`config.mk`:
```
export PLATFORM = sky130hd
export DESIGN_NAME = fbpa_ctrl
export DESIGN_NICKNAME = d
export VERILOG_FILES = /design/src/hw/rtl/fbpa_pkg.sv /design/src/hw/rtl/fbpa_ctrl.sv
export SDC_FILE = /design/constraint.sdc
export NUM_CORES = 1
export LEC_CHECK = 0
export ABC_AREA = 1
export BUFFER_PORTS_ARGS = -buffer_cell sky130_fd_sc_hd__buf_2
export CORE_MARGIN = 1.5
export CORE_UTILIZATION = 45
export DETAILED_ROUTE_END_ITERATION = 12
export PLACE_DENSITY_LB_ADDON = 0.1
export RECOVER_POWER = 25
export SYNTH_ARGS = -nofsm -noshare
export SYNTH_HDL_FRONTEND = slang
export SYNTH_SLANG_ARGS = --single-unit
```
`constraint.sdc`:
```
create_clock -name aclk -period 1.45 [get_ports aclk]
set_input_delay 0.145 -clock aclk [delete_from_list [all_inputs] [get_ports aclk]]
set_output_delay 0.145 -clock aclk [all_outputs]
set_load 0.005 [all_outputs]
```
`src/hw/rtl/fbpa_pkg.sv`:
```
// ----------------------------------------------------------------------------
// Fixed block pool allocator package
// Field widths, codes, word types and controller/datapath interface structs.
// ----------------------------------------------------------------------------
package fbpa_pkg;

    // Field widths.
    localparam int KIND_W   = 2;
    localparam int OFF_W    = 26;
    localparam int CNT_W    = 11;
    localparam int SIZE_W   = 17;
    localparam int STATUS_W = 2;

    // Configuration port.
    localparam int APB_ADDR_W = 3;
    localparam int APB_DATA_W = 32;

    // Register indexes (address bit 2).
    localparam logic REG_BLOCK_COUNT = 1'b0;
    localparam logic REG_BLOCK_SIZE  = 1'b1;

    // Register reset values and default pool depth.
    localparam logic [CNT_W-1:0]  BLOCK_COUNT_RESET  = 11'd1024;
    localparam logic [SIZE_W-1:0] BLOCK_SIZE_RESET   = 17'd64;
    localparam int                MAX_BLOCKS_DEFAULT = 1024;

    // Divider runs one quotient bit per step.
    localparam int DIV_STEPS = OFF_W;
    localparam int CTR_W     = $clog2(DIV_STEPS + 1);

    // Item kinds.
    localparam logic [KIND_W-1:0] KIND_ALLOC   = 2'd0;
    localparam logic [KIND_W-1:0] KIND_FREE    = 2'd1;
    localparam logic [KIND_W-1:0] KIND_REBUILD = 2'd2;

    // Result status codes.
    localparam logic [STATUS_W-1:0] STATUS_OK    = 2'd0;
    localparam logic [STATUS_W-1:0] STATUS_EMPTY = 2'd1;
    localparam logic [STATUS_W-1:0] STATUS_BAD   = 2'd2;

    // Multiplier operand select.
    localparam logic MUL_SEL_HEAD = 1'b0;
    localparam logic MUL_SEL_POOL = 1'b1;

    // Input word.
    typedef struct packed {
        logic [KIND_W-1:0] kind;
        logic [OFF_W-1:0]  byte_offset;
    } in_word_t;

    // Result word.
    typedef struct packed {
        logic [STATUS_W-1:0] status;
        logic [OFF_W-1:0]    block_offset;
        logic [CNT_W-1:0]    free_count;
    } out_word_t;

    // Commands from the controller to the datapath.
    typedef struct packed {
        logic                capture;
        logic [STATUS_W-1:0] cap_status;
        logic                build_init;
        logic                build_step;
        logic                mul_en;
        logic                mul_sel;
        logic                div_step;
        logic                alloc_pop;
        logic                free_push;
        logic                set_bad;
        logic                emit;
    } dp_cmd_t;

    // Status from the datapath to the controller.
    typedef struct packed {
        logic free_zero;
        logic free_bad;
        logic rem_zero;
        logic walk_done;
        logic out_free;
    } dp_sts_t;

endpackage

```
`src/hw/rtl/fbpa_ctrl.sv`:
```
// ----------------------------------------------------------------------------
// Fixed block pool allocator controller
// Sequences allocate, free and rebuild words over the datapath.
// ----------------------------------------------------------------------------
module fbpa_ctrl (
    input  logic                          aclk,
    input  logic                          aresetn,
    input  logic                          s_valid,
    output logic                          s_ready,
    input  logic [fbpa_pkg::KIND_W-1:0]   in_kind,
    input  fbpa_pkg::dp_sts_t             sts,
    output fbpa_pkg::dp_cmd_t             cmd
);

    typedef enum logic [8:0] {
        S_IDLE      = 9'b000000001,
        S_ALLOC_RD  = 9'b000000010,
        S_ALLOC_UPD = 9'b000000100,
        S_FREE_MUL  = 9'b000001000,
        S_FREE_CHK  = 9'b000010000,
        S_FREE_DIV  = 9'b000100000,
        S_FREE_PUSH = 9'b001000000,
        S_BUILD     = 9'b010000000,
        S_DONE      = 9'b100000000
    } state_t;

    state_t                     state_reg, state_next;
    logic [fbpa_pkg::CTR_W-1:0] ctr_reg, ctr_next;

    // State and divider step counter.
    always_ff @(posedge aclk) begin
        if (!aresetn) begin
            state_reg <= S_IDLE;
            ctr_reg   <= '0;
        end else begin
            state_reg <= state_next;
            ctr_reg   <= ctr_next;
        end
    end

    assign s_ready = (state_reg == S_IDLE);

    // Next state and datapath commands.
    always_comb begin
        state_next     = state_reg;
        ctr_next       = ctr_reg;
        cmd            = '0;
        cmd.cap_status = fbpa_pkg::STATUS_OK;
        cmd.mul_sel    = fbpa_pkg::MUL_SEL_HEAD;
        unique case (state_reg)
            S_IDLE: begin
                if (s_valid) begin
                    cmd.capture = 1'b1;
                    ctr_next    = '0;
                    case (in_kind)
                        fbpa_pkg::KIND_ALLOC: begin
                            if (sts.free_zero) begin
                                cmd.cap_status = fbpa_pkg::STATUS_EMPTY;
                                state_next     = S_DONE;
                            end else begin
                                state_next = S_ALLOC_RD;
                            end
                        end
                        fbpa_pkg::KIND_FREE: begin
                            state_next = S_FREE_MUL;
                        end
                        fbpa_pkg::KIND_REBUILD: begin
                            cmd.build_init = 1'b1;
                            state_next     = S_BUILD;
                        end
                        default: begin
                            state_next = S_DONE;
                        end
                    endcase
                end
            end
            S_ALLOC_RD: begin
                cmd.mul_en  = 1'b1;
                cmd.mul_sel = fbpa_pkg::MUL_SEL_HEAD;
                state_next  = S_ALLOC_UPD;
            end
            S_ALLOC_UPD: begin
                cmd.alloc_pop = 1'b1;
                state_next    = S_DONE;
            end
            S_FREE_MUL: begin
                cmd.mul_en   = 1'b1;
                cmd.mul_sel  = fbpa_pkg::MUL_SEL_POOL;
                cmd.div_step = 1'b1;
                ctr_next     = ctr_reg + 1'b1;
                state_next   = S_FREE_CHK;
            end
            S_FREE_CHK: begin
                cmd.div_step = 1'b1;
                ctr_next     = ctr_reg + 1'b1;
                if (sts.free_bad) begin
                    cmd.set_bad = 1'b1;
                    state_next  = S_DONE;
                end else begin
                    state_next = S_FREE_DIV;
                end
            end
            S_FREE_DIV: begin
                cmd.div_step = 1'b1;
                ctr_next     = ctr_reg + 1'b1;
                if (ctr_reg == fbpa_pkg::CTR_W'(fbpa_pkg::DIV_STEPS - 1)) begin
                    state_next = S_FREE_PUSH;
                end
            end
            S_FREE_PUSH: begin
                // A nonzero remainder means the offset is not on a block boundary.
                if (sts.rem_zero) begin
                    cmd.free_push = 1'b1;
                end else begin
                    cmd.set_bad = 1'b1;
                end
                state_next = S_DONE;
            end
            S_BUILD: begin
                if (sts.walk_done) begin
                    state_next = S_DONE;
                end else begin
                    cmd.build_step = 1'b1;
                end
            end
            S_DONE: begin
                if (sts.out_free) begin
                    cmd.emit   = 1'b1;
                    state_next = S_IDLE;
                end
            end
            default: begin
                state_next = S_IDLE;
            end
        endcase
    end

endmodule

```
==> metrics.cfg, run 1 <==
[logic_synthesis]
synth_fa_ha_area_share_pct=2.20
syn_area_mm2=0.00114
synth-simple-area-share_pct=54.8
synth_top_family_by_area=simple AND/OR/NAND/NOR gates
ys_seq_area_share_pct=24.6
synth_enable_flop_cells=0
syn_area_per_cell_um2=6.66
synth_compound_area_share_pct=3.85
synthDistinctLibCells=26
ys_top_cells_by_count=inv_1 (31), nand2_1 (26), nor2_1 (26)
synthXorXnorAreaFrac_pct=1.54
syn-instance-count=171
muxShareOfSynthArea_pct=0
yosysWarnings=0
yosysMostFrequentCell=inv_1
synth.net_count=183
async_flop_share_pct=0
yosys_most_used_dff=dfxtp_1
synth.largest_area_cell=dfxtp_1
synth_seq_cells=14
synth_top_area_share_pct=24.6
yosys-top-cells-area=dfxtp_1 (25%), inv_1 (10%), nand2_1 (8.6%), nor2_1 (8.6%), nand3_1 (7.9%)

[floorplan]
core_area_mm2=0.00243
pin_count=23
die_w_um=53.3
die_area_mm2=0.00284
initial_utilization_pct=46.8
rows=18
die_height_um=53.3

[detailed_routing]
dr.pass1.iters=4
via_per_inst=5.00
drt_iter0_markers=25
routedWlPerCell_um=12.7
vias=1214
remaining_drc_errors=0
routed_wl_um=3080
drtAntennaViolNets=0

[worst_setup_path]
end_kind=output port
cpMaxStageDelayCell=dfxtp_4
path_cells=nor2_4 > nand2_4 > buf_4 > nor4_2 > buf_2
critPathTopFamily=simple AND/OR/NAND/NOR gates
path_buf_inv=2
rr_startpoint=state_reg[6]$_SDFFE_PN0P_
startpoint=state_reg[6]$_SDFFE_PN0P_
critPathMaxFanout=4
crit_type=register to output port
cp_slowest_stage_delay_ns=0.37
worstPathRequired_ns=1.31
reg2regPathDepth=11
cp.arrival_ns=1.47
startpoint_type=register
crit_cells=5

[timing]
fin_crit_sh_pct=111
finalHoldViolCount=0
rsz0062_at_grt=true
fin_worst_skew_ns=0.000762
finalCriticalPeriod_ns=1.61
finalSetupViolCount=18
setup_ws_ns=-0.161
clock.fmax_ghz=0.621
drv_slew=0

[placed_design]
dp_hpwl_um=2180
placed_area_mm2=0.00130
gp_congestion=0.828
port_buffers=21
numPlacedInstances=224

[flow_run]
cap_violations=0

[cells_and_area]
stdcell_count=243
synthToLayoutAreaGrowth_pct=42.2
nNetsFinal=226
final.fill_count=209
design_area_mm2=0.00162
layout-drive-gt1-share_pct=47.9
n_antenna_cell=0
largest_reg_flops=9

[cts]
cts_buffers=3
root_buffer=clkbuf_4
cts_tree=done
hold_buffers=0
h-tree-depth=1
insertion_delay_ns=0.29
clockBufferDepth=2
path_clk_slew_ns=0.08
numClockSinks=14

[grt]
gr-total-overflow=0
gr-usage-all-layers_pct=21.7
grt_pass1_vias=982
antenna_found_initial=0
grt_pass1_wl_um=4460
grt_max_degree=9

[power_and_ir_drop]
ir_drop_uv=1000
leakagePower_nw=0.852
p_per_area_mw_per_mm2=1410

[min_path]
worstHoldPathType=primary input to register
min_path_cells=2
holdCritStartpoint=aresetn

[outcome]
violations=negative setup slack
status=complete, but fails checks

-- worst paths after layout --
check	slack [ns]	endpoint
hold / removal	0.1	state_reg[0]$_SDFFE_PN1P_
setup reg to reg	-0.07	state_reg[4]$_SDFFE_PN0P_
setup / recovery	-0.16	cmd[0]
hold reg to reg	0.52	ctr_reg[4]$_SDFFE_PN0P_
-- metrics by stage --
stage	util, %	hold slack [ns]	total power [mW]	worst slack, ns	TNS (ns)
after floorplan	-	0.229	1.26	0.219	0
after global placement	53.3	0.409	1.48	0.0507	0
after detailed placement	53.3	0.399	1.48	0.0511	0
after CTS	58.3	0.0931	1.96	-0.149	-1.20
after global routing	66.6	0.103	2.44	-0.253	-2.84
final	66.6	0.0998	2.29	-0.161	-1.35
-- routing by layer --
metal  part of all wire [%]  track usage [%]
met2                     51             34.8
met5                      0                0
met4                    1.6             9.40
met1                     43             28.9
met3                    4.4             2.54
-- layout by cell type (no fill, tap or decap), drive strengths merged --
cell type / n
xor2: 2
buf: 39
inv: 35
nor3: 4
conb: 1
a21oi: 4
ha: 2
clkbuf: 4
nand4: 6
nor4: 1
clkinv: 1
or2: 1
nand3b: 1
dfxtp: 14
nor2: 37
o21ai: 4
nand3: 23
nand2: 34
-- cell type report --
| cell class | instances | area [um2] | share of cell area, % |
|---|---|---|---|
| multi-input cells | 120 | 820 | 50.6 |
| flip-flops and latches | 14 | 303 | 18.7 |
| repair buffers | 39 | 278 | 17.2 |
| inverters | 36 | 145 | 8.96 |
| well taps | 30 | 37.5 | 2.32 |
| clock buffers | 4 | 36.3 | 2.24 |
-- power by group --
group	internal (mW)	switching, mW	leakage, nW
Sequential	0.441	0.0692	0.118
Clock	0.153	0.134	0.0210
Combinational	0.651	0.841	0.713
-- kinds of logic after synthesis --
| family | after synthesis |
|---|---|
| other | 1 |
| buffers and inverters | 37 |
| DFF | 14 |
| and+or+nand+nor | 107 |
| adders and majority gates | 2 |
| xor gates and xnor gates | 2 |
| AOI/OAI and AO/OA | 8 |
-- repair_timing --
item | in CTS | in global routing
resized for setup | 16 | 34
buffers inserted | 7 | 9
setup endpoints to repair | 11 | 25
pin swaps | 8 | 16
-- worst register-to-register path, delay by kind of cell, from the launching register on --
kind | cells | cell delay [ns]
and+or+nand+nor | 9 | 0.86
DFF | 1 | 0.37
buffers and inverters | 2 | 0.23
No activity file was read; power rests on OpenSTA's default activity.
==> inputs of run 2 (changes only) <==
- SKIP_CTS_REPAIR_TIMING: unset -> 1
==> run 2 against run 1 <==
  * The flow still finishes with violations (negative setup slack)
  * Global-route usage fell by 1.1 points
  * Clock skew rose by 0.0030 ns
  * Cell count fell by 2.1%
  * Wire length fell by 7.5%
  * Sequential power fell by 4%
  * Critical endpoint is now cmd[9]
  * Largest cell class unchanged
==> metrics.cfg, run 2 (synthesized netlist as in run 1, its figures left out) <==
[floorplan]
core_area_mm2=0.00243
die_height_um=53.3
initial_utilization_pct=46.8
die_w_um=53.3
die_area_mm2=0.00284
rows=18
pin_count=23

[cts]
root_buffer=clkbuf_4
cts_tree=done
clockBufferDepth=2
insertion_delay_ns=0.29
numClockSinks=14
cts_buffers=3
h-tree-depth=1
path_clk_slew_ns=0.08

[cells_and_area]
final_util_pct=60.6
n_antenna_cell=0
design_area_mm2=0.00147
final_cell_mix=inv_1 (28), nand2_1 (25), nor2_1 (21), buf_2 (21), nand3_1 (15)
synthToLayoutAreaGrowth_pct=29.5
nNetsFinal=221
layout-drive-gt1-share_pct=42.3
final.fill_count=232
layout_commonest_cell=inv_1
largest_reg_flops=9

[detailed_routing]
routedWlPerCell_um=12.0
vias=1165
drtAntennaViolNets=0
via_per_inst=4.89
dr.pass1.iters=4
drt_iter0_markers=37
remaining_drc_errors=0
routed_wl_um=2850

[grt]
gr-usage-all-layers_pct=20.6
antenna_found_initial=0
gr-total-overflow=0
grt_pass1_vias=935
grt_pass1_wl_um=4230
grt_max_degree=9

[power_and_ir_drop]
switching_share_pct=46.4
ir_drop_uv=1010
pwr-share-clk_pct=14.2
p_int_mw=1.10
p_per_area_mw_per_mm2=1400
combPwrFrac_pct=61.8
seq_power_share_pct=24.0
p_switching_mw=0.954
leakagePower_nw=0.811

[worst_setup_path]
critPathMaxFanout=4
path_cells=nor2_4 > nand2_4 > nor2_8 > nand2_4 > nor2_4 > inv_2 > nor2_2 > buf_2
end_kind=output port
cpMaxStageDelayCell=dfxtp_4
cp_slowest_stage_delay_ns=0.37
startpoint_type=register
crit_type=register to output port
cp.arrival_ns=1.48
worstPathRequired_ns=1.31

[flow_run]
cap_violations=0

[timing]
finalSetupViolCount=16
setup_ws_ns=-0.177
drv_slew=0
clock.fmax_ghz=0.615
rsz0062_at_grt=true
fin_worst_skew_ns=0.00381
fin_crit_sh_pct=112
finalCriticalPeriod_ns=1.63
finalHoldViolCount=0

[placed_design]
port_buffers=21
gp_congestion=0.828
dp_hpwl_um=2180
placed_area_mm2=0.00130

[outcome]
status=complete, but fails checks
violations=negative setup slack

[min_path]
worstHoldPathType=primary input to register

==> run 2: cell types whose count changed in the layout (fill, tap and decap cells not counted), moves of 2 or more <==
cell,delta
nand3_4,-2
nand2_1,+2
dfxtp_1,+3
dfxtp_4,-2
nand3_1,+3
buf_6,-6
==> run 2: final timing paths <==
check / end / depth (start not counted) / start / slack, ns
worst max-delay path: cmd[9] / 8 / state_reg[7]$_SDFFE_PN0P_ / -0.18
worst min-delay path: state_reg[0]$_SDFFE_PN1P_ / 2 / aresetn / 0.10
worst max register to register: state_reg[8]$_SDFFE_PN0P_ / 13 / state_reg[7]$_SDFFE_PN0P_ / -0.09
worst min register to register: ctr_reg[4]$_SDFFE_PN0P_ / 2 / ctr_reg[4]$_SDFFE_PN0P_ / 0.52
==> run 2: layout make-up <==
| type | count | area, um2 | area share (%) |
|---|---|---|---|
| repair buffers | 34 | 203 | 13.8 |
| inverters | 36 | 138 | 9.34 |
| flip-flops and latches | 14 | 294 | 19.9 |
| multi-input cells | 120 | 766 | 52.0 |
| well taps | 30 | 37.5 | 2.55 |
| clock buffers | 4 | 36.3 | 2.46 |
==> run 2: per-layer routing <==
| layer | wire length, um | GRT usage, % | share of wire (%) | up-vias |
|---|---|---|---|---|
| li1 | - | - | - | 609 |
| met1 | 1250 | 27.7 | 44 | 516 |
| met2 | 1380 | 32.5 | 48 | 35 |
| met3 | 170 | 2.54 | 6.0 | 5 |
| met4 | 46 | 9.40 | 1.6 | 0 |
| met5 | 0 | 0 | 0 | - |
==> run 2: critical path: cells and delay by family, from the launching register on <==
kind,cells,cell delay (ns)
flip-flops,1,0.37
AND/OR/NAND/NOR,6,0.66
buffers and inverters,2,0.16
==> run 2: power by group through the flow <==
stage	Clock, mW	Sequential [mW]	Combinational [mW]
2_1_floorplan	0	0.484	0.774
3_3_place_gp	0	0.492	0.985
3_5_place_dp	0	0.495	0.985
4_1_cts	0.297	0.486	0.990
5_1_grt	0.306	0.499	1.39
6_report	0.293	0.493	1.27
==> run 2: stage by stage <==
stage	cells	total power [mW]	hold slack (ns)	worst slack, ns	TNS [ns]
after CTS	228	1.77	0.0930	-0.241	-1.44
after global placement	224	1.48	0.409	0.0507	0
after global routing	238	2.19	0.105	-0.256	-2.69
after detailed placement	224	1.48	0.399	0.0511	0
final	238	2.06	0.101	-0.177	-1.46
after floorplan	171	1.26	0.229	0.219	0
==> inputs of run 3 (changes only) <==
- CTS_CLUSTER_DIAMETER: unset -> 200
- MAX_ROUTING_LAYER: unset -> met4
==> run 3 against run 2 <==
  * The run still ends with negative setup slack left
  * Cell area unchanged
  * Die area is the same
  * Clock skew about the same
  * Worst hold slack improved by 0.00061 ns
  * Cell count did not move
  * First-iteration DRC count down 16%
  * Largest power group unchanged
  * Worst setup slack got worse by 0.0051 ns
  * Wire length increased by 1.8%
  * Total power up 0.43%
  * Clock power barely moved
  * Clock-buffer cell count stayed put
  * Maximum frequency down 0.32%
==> metrics.cfg, run 3 (synthesized netlist as in run 1, its figures left out) <==
[outcome]
status=complete, but fails checks
violations=negative setup slack

[placed_design]
numPlacedInstances=224
placed_area_mm2=0.00130
gp_congestion=0.840
dp_slack_ns=0.0511
port_buffers=21
dp_hpwl_um=2180

[timing]
finalSetupViolCount=18
drv_slew=0
finalCriticalPeriod_ns=1.63
fin_crit_sh_pct=113
fin_worst_skew_ns=0.00425
clock.fmax_ghz=0.613
setup_ws_ns=-0.182
rsz0062_at_grt=true
finalHoldViolCount=0

[worst_setup_path]
critPathTopFamily=simple AND/OR/NAND/NOR gates
worstPathRequired_ns=1.31
startpoint_type=register
cp.arrival_ns=1.49
path_cells=nor2_4 > nand2_4 > nor2_8 > nand2_4 > nor2_4 > inv_2 > nor2_2 > buf_2
critPathMaxFanout=4
rr_startpoint=state_reg[7]$_SDFFE_PN0P_
cp_slowest_stage_delay_ns=0.37
end_kind=output port
crit_type=register to output port
startpoint=state_reg[7]$_SDFFE_PN0P_
cpMaxStageDelayCell=dfxtp_4
path_buf_inv=2

[cells_and_area]
final_cell_mix=inv_1 (28), nand2_1 (25), nor2_1 (21), buf_2 (21), nand3_1 (15)
design_area_mm2=0.00147
layout-drive-gt1-share_pct=42.3
layout_commonest_cell=inv_1
stdcell_count=238
largest_reg_flops=9
synthToLayoutAreaGrowth_pct=29.5
n_antenna_cell=0
nNetsFinal=221

[grt]
gr-total-overflow=0
grt_max_degree=9
gr-usage-all-layers_pct=21.2
antenna_found_initial=0
grt_pass1_vias=935
grt_pass1_wl_um=4220

[cts]
insertion_delay_ns=0.29
numClockSinks=14
clockBufferDepth=2
cts_buffers=3
h-tree-depth=1
path_clk_slew_ns=0.08
root_buffer=clkbuf_4
cts_tree=done

[floorplan]
rows=18
core_area_mm2=0.00243
initial_utilization_pct=46.8
die_height_um=53.3
pin_count=23
die_w_um=53.3
die_area_mm2=0.00284

[power_and_ir_drop]
seq_power_share_pct=23.9
p_int_mw=1.10
switching_share_pct=46.6
finalPower_mw=2.07
p_switching_mw=0.963
ir_drop_uv=1020
combPwrFrac_pct=61.9
leakagePower_nw=0.811
pwr-share-clk_pct=14.2
p_per_area_mw_per_mm2=1400

[detailed_routing]
remaining_drc_errors=0
via_per_inst=4.90
drt_iter0_markers=31
routedWlPerCell_um=12.2
routed_wl_um=2900
vias=1166
dr.pass1.iters=4
drtAntennaViolNets=0

[min_path]
worstHoldPathType=primary input to register
holdCritStartpoint=aresetn

[flow_run]
cap_violations=0

## run 3: per-stage QoR
stage               setup TNS, ns  utilization (%)  hold WS, ns
floorplan                       0                -        0.229
global placement                0             53.3        0.409
detailed placement              0             53.3        0.399
CTS                         -1.44             54.8       0.0930
global route                -2.69             60.6        0.105
finish                      -1.53             60.6        0.102
## run 3: layout make-up
class / instances / area, um2
Inverter: 36 / 138
Multi-Input combinational cell: 120 / 766
Sequential cell: 14 / 294
Fill cell: 232 / 958
Tap cell: 30 / 37.5
Clock buffer: 4 / 36.3
Timing Repair Buffer: 34 / 203
## run 3: routing by layer
layer	global-route usage (%)	up-vias	wire length [um]
met5	-	-	0
met3	2.54	7	141
met1	27.7	517	1320
met4	9.40	0	48
met2	32.5	34	1390
li1	-	608	-
## run 3: final timing paths
path / end / slack (ns) / cells past startpoint
hold / removal: state_reg[0]$_SDFFE_PN1P_ / 0.10 / 2
setup / recovery: cmd[9] / -0.18 / 8
hold reg to reg: ctr_reg[4]$_SDFFE_PN0P_ / 0.52 / 2
setup reg to reg: state_reg[8]$_SDFFE_PN0P_ / -0.11 / 13
## run 3: worst register-to-register path, delay by kind of cell (launching register included)
kind	cells	cell delay (ns)
and+or+nand+nor	10	0.81
DFF	1	0.37
buffers and inverters	3	0.32
## run 3: power by group through the flow
stage | Combinational, mW | Sequential, mW | Clock, mW
after global placement | 0.985 | 0.492 | 0
after global routing | 1.39 | 0.499 | 0.306
after CTS | 0.990 | 0.486 | 0.297
after floorplan | 0.774 | 0.484 | 0
after detailed placement | 0.985 | 0.495 | 0
final | 1.28 | 0.494 | 0.293
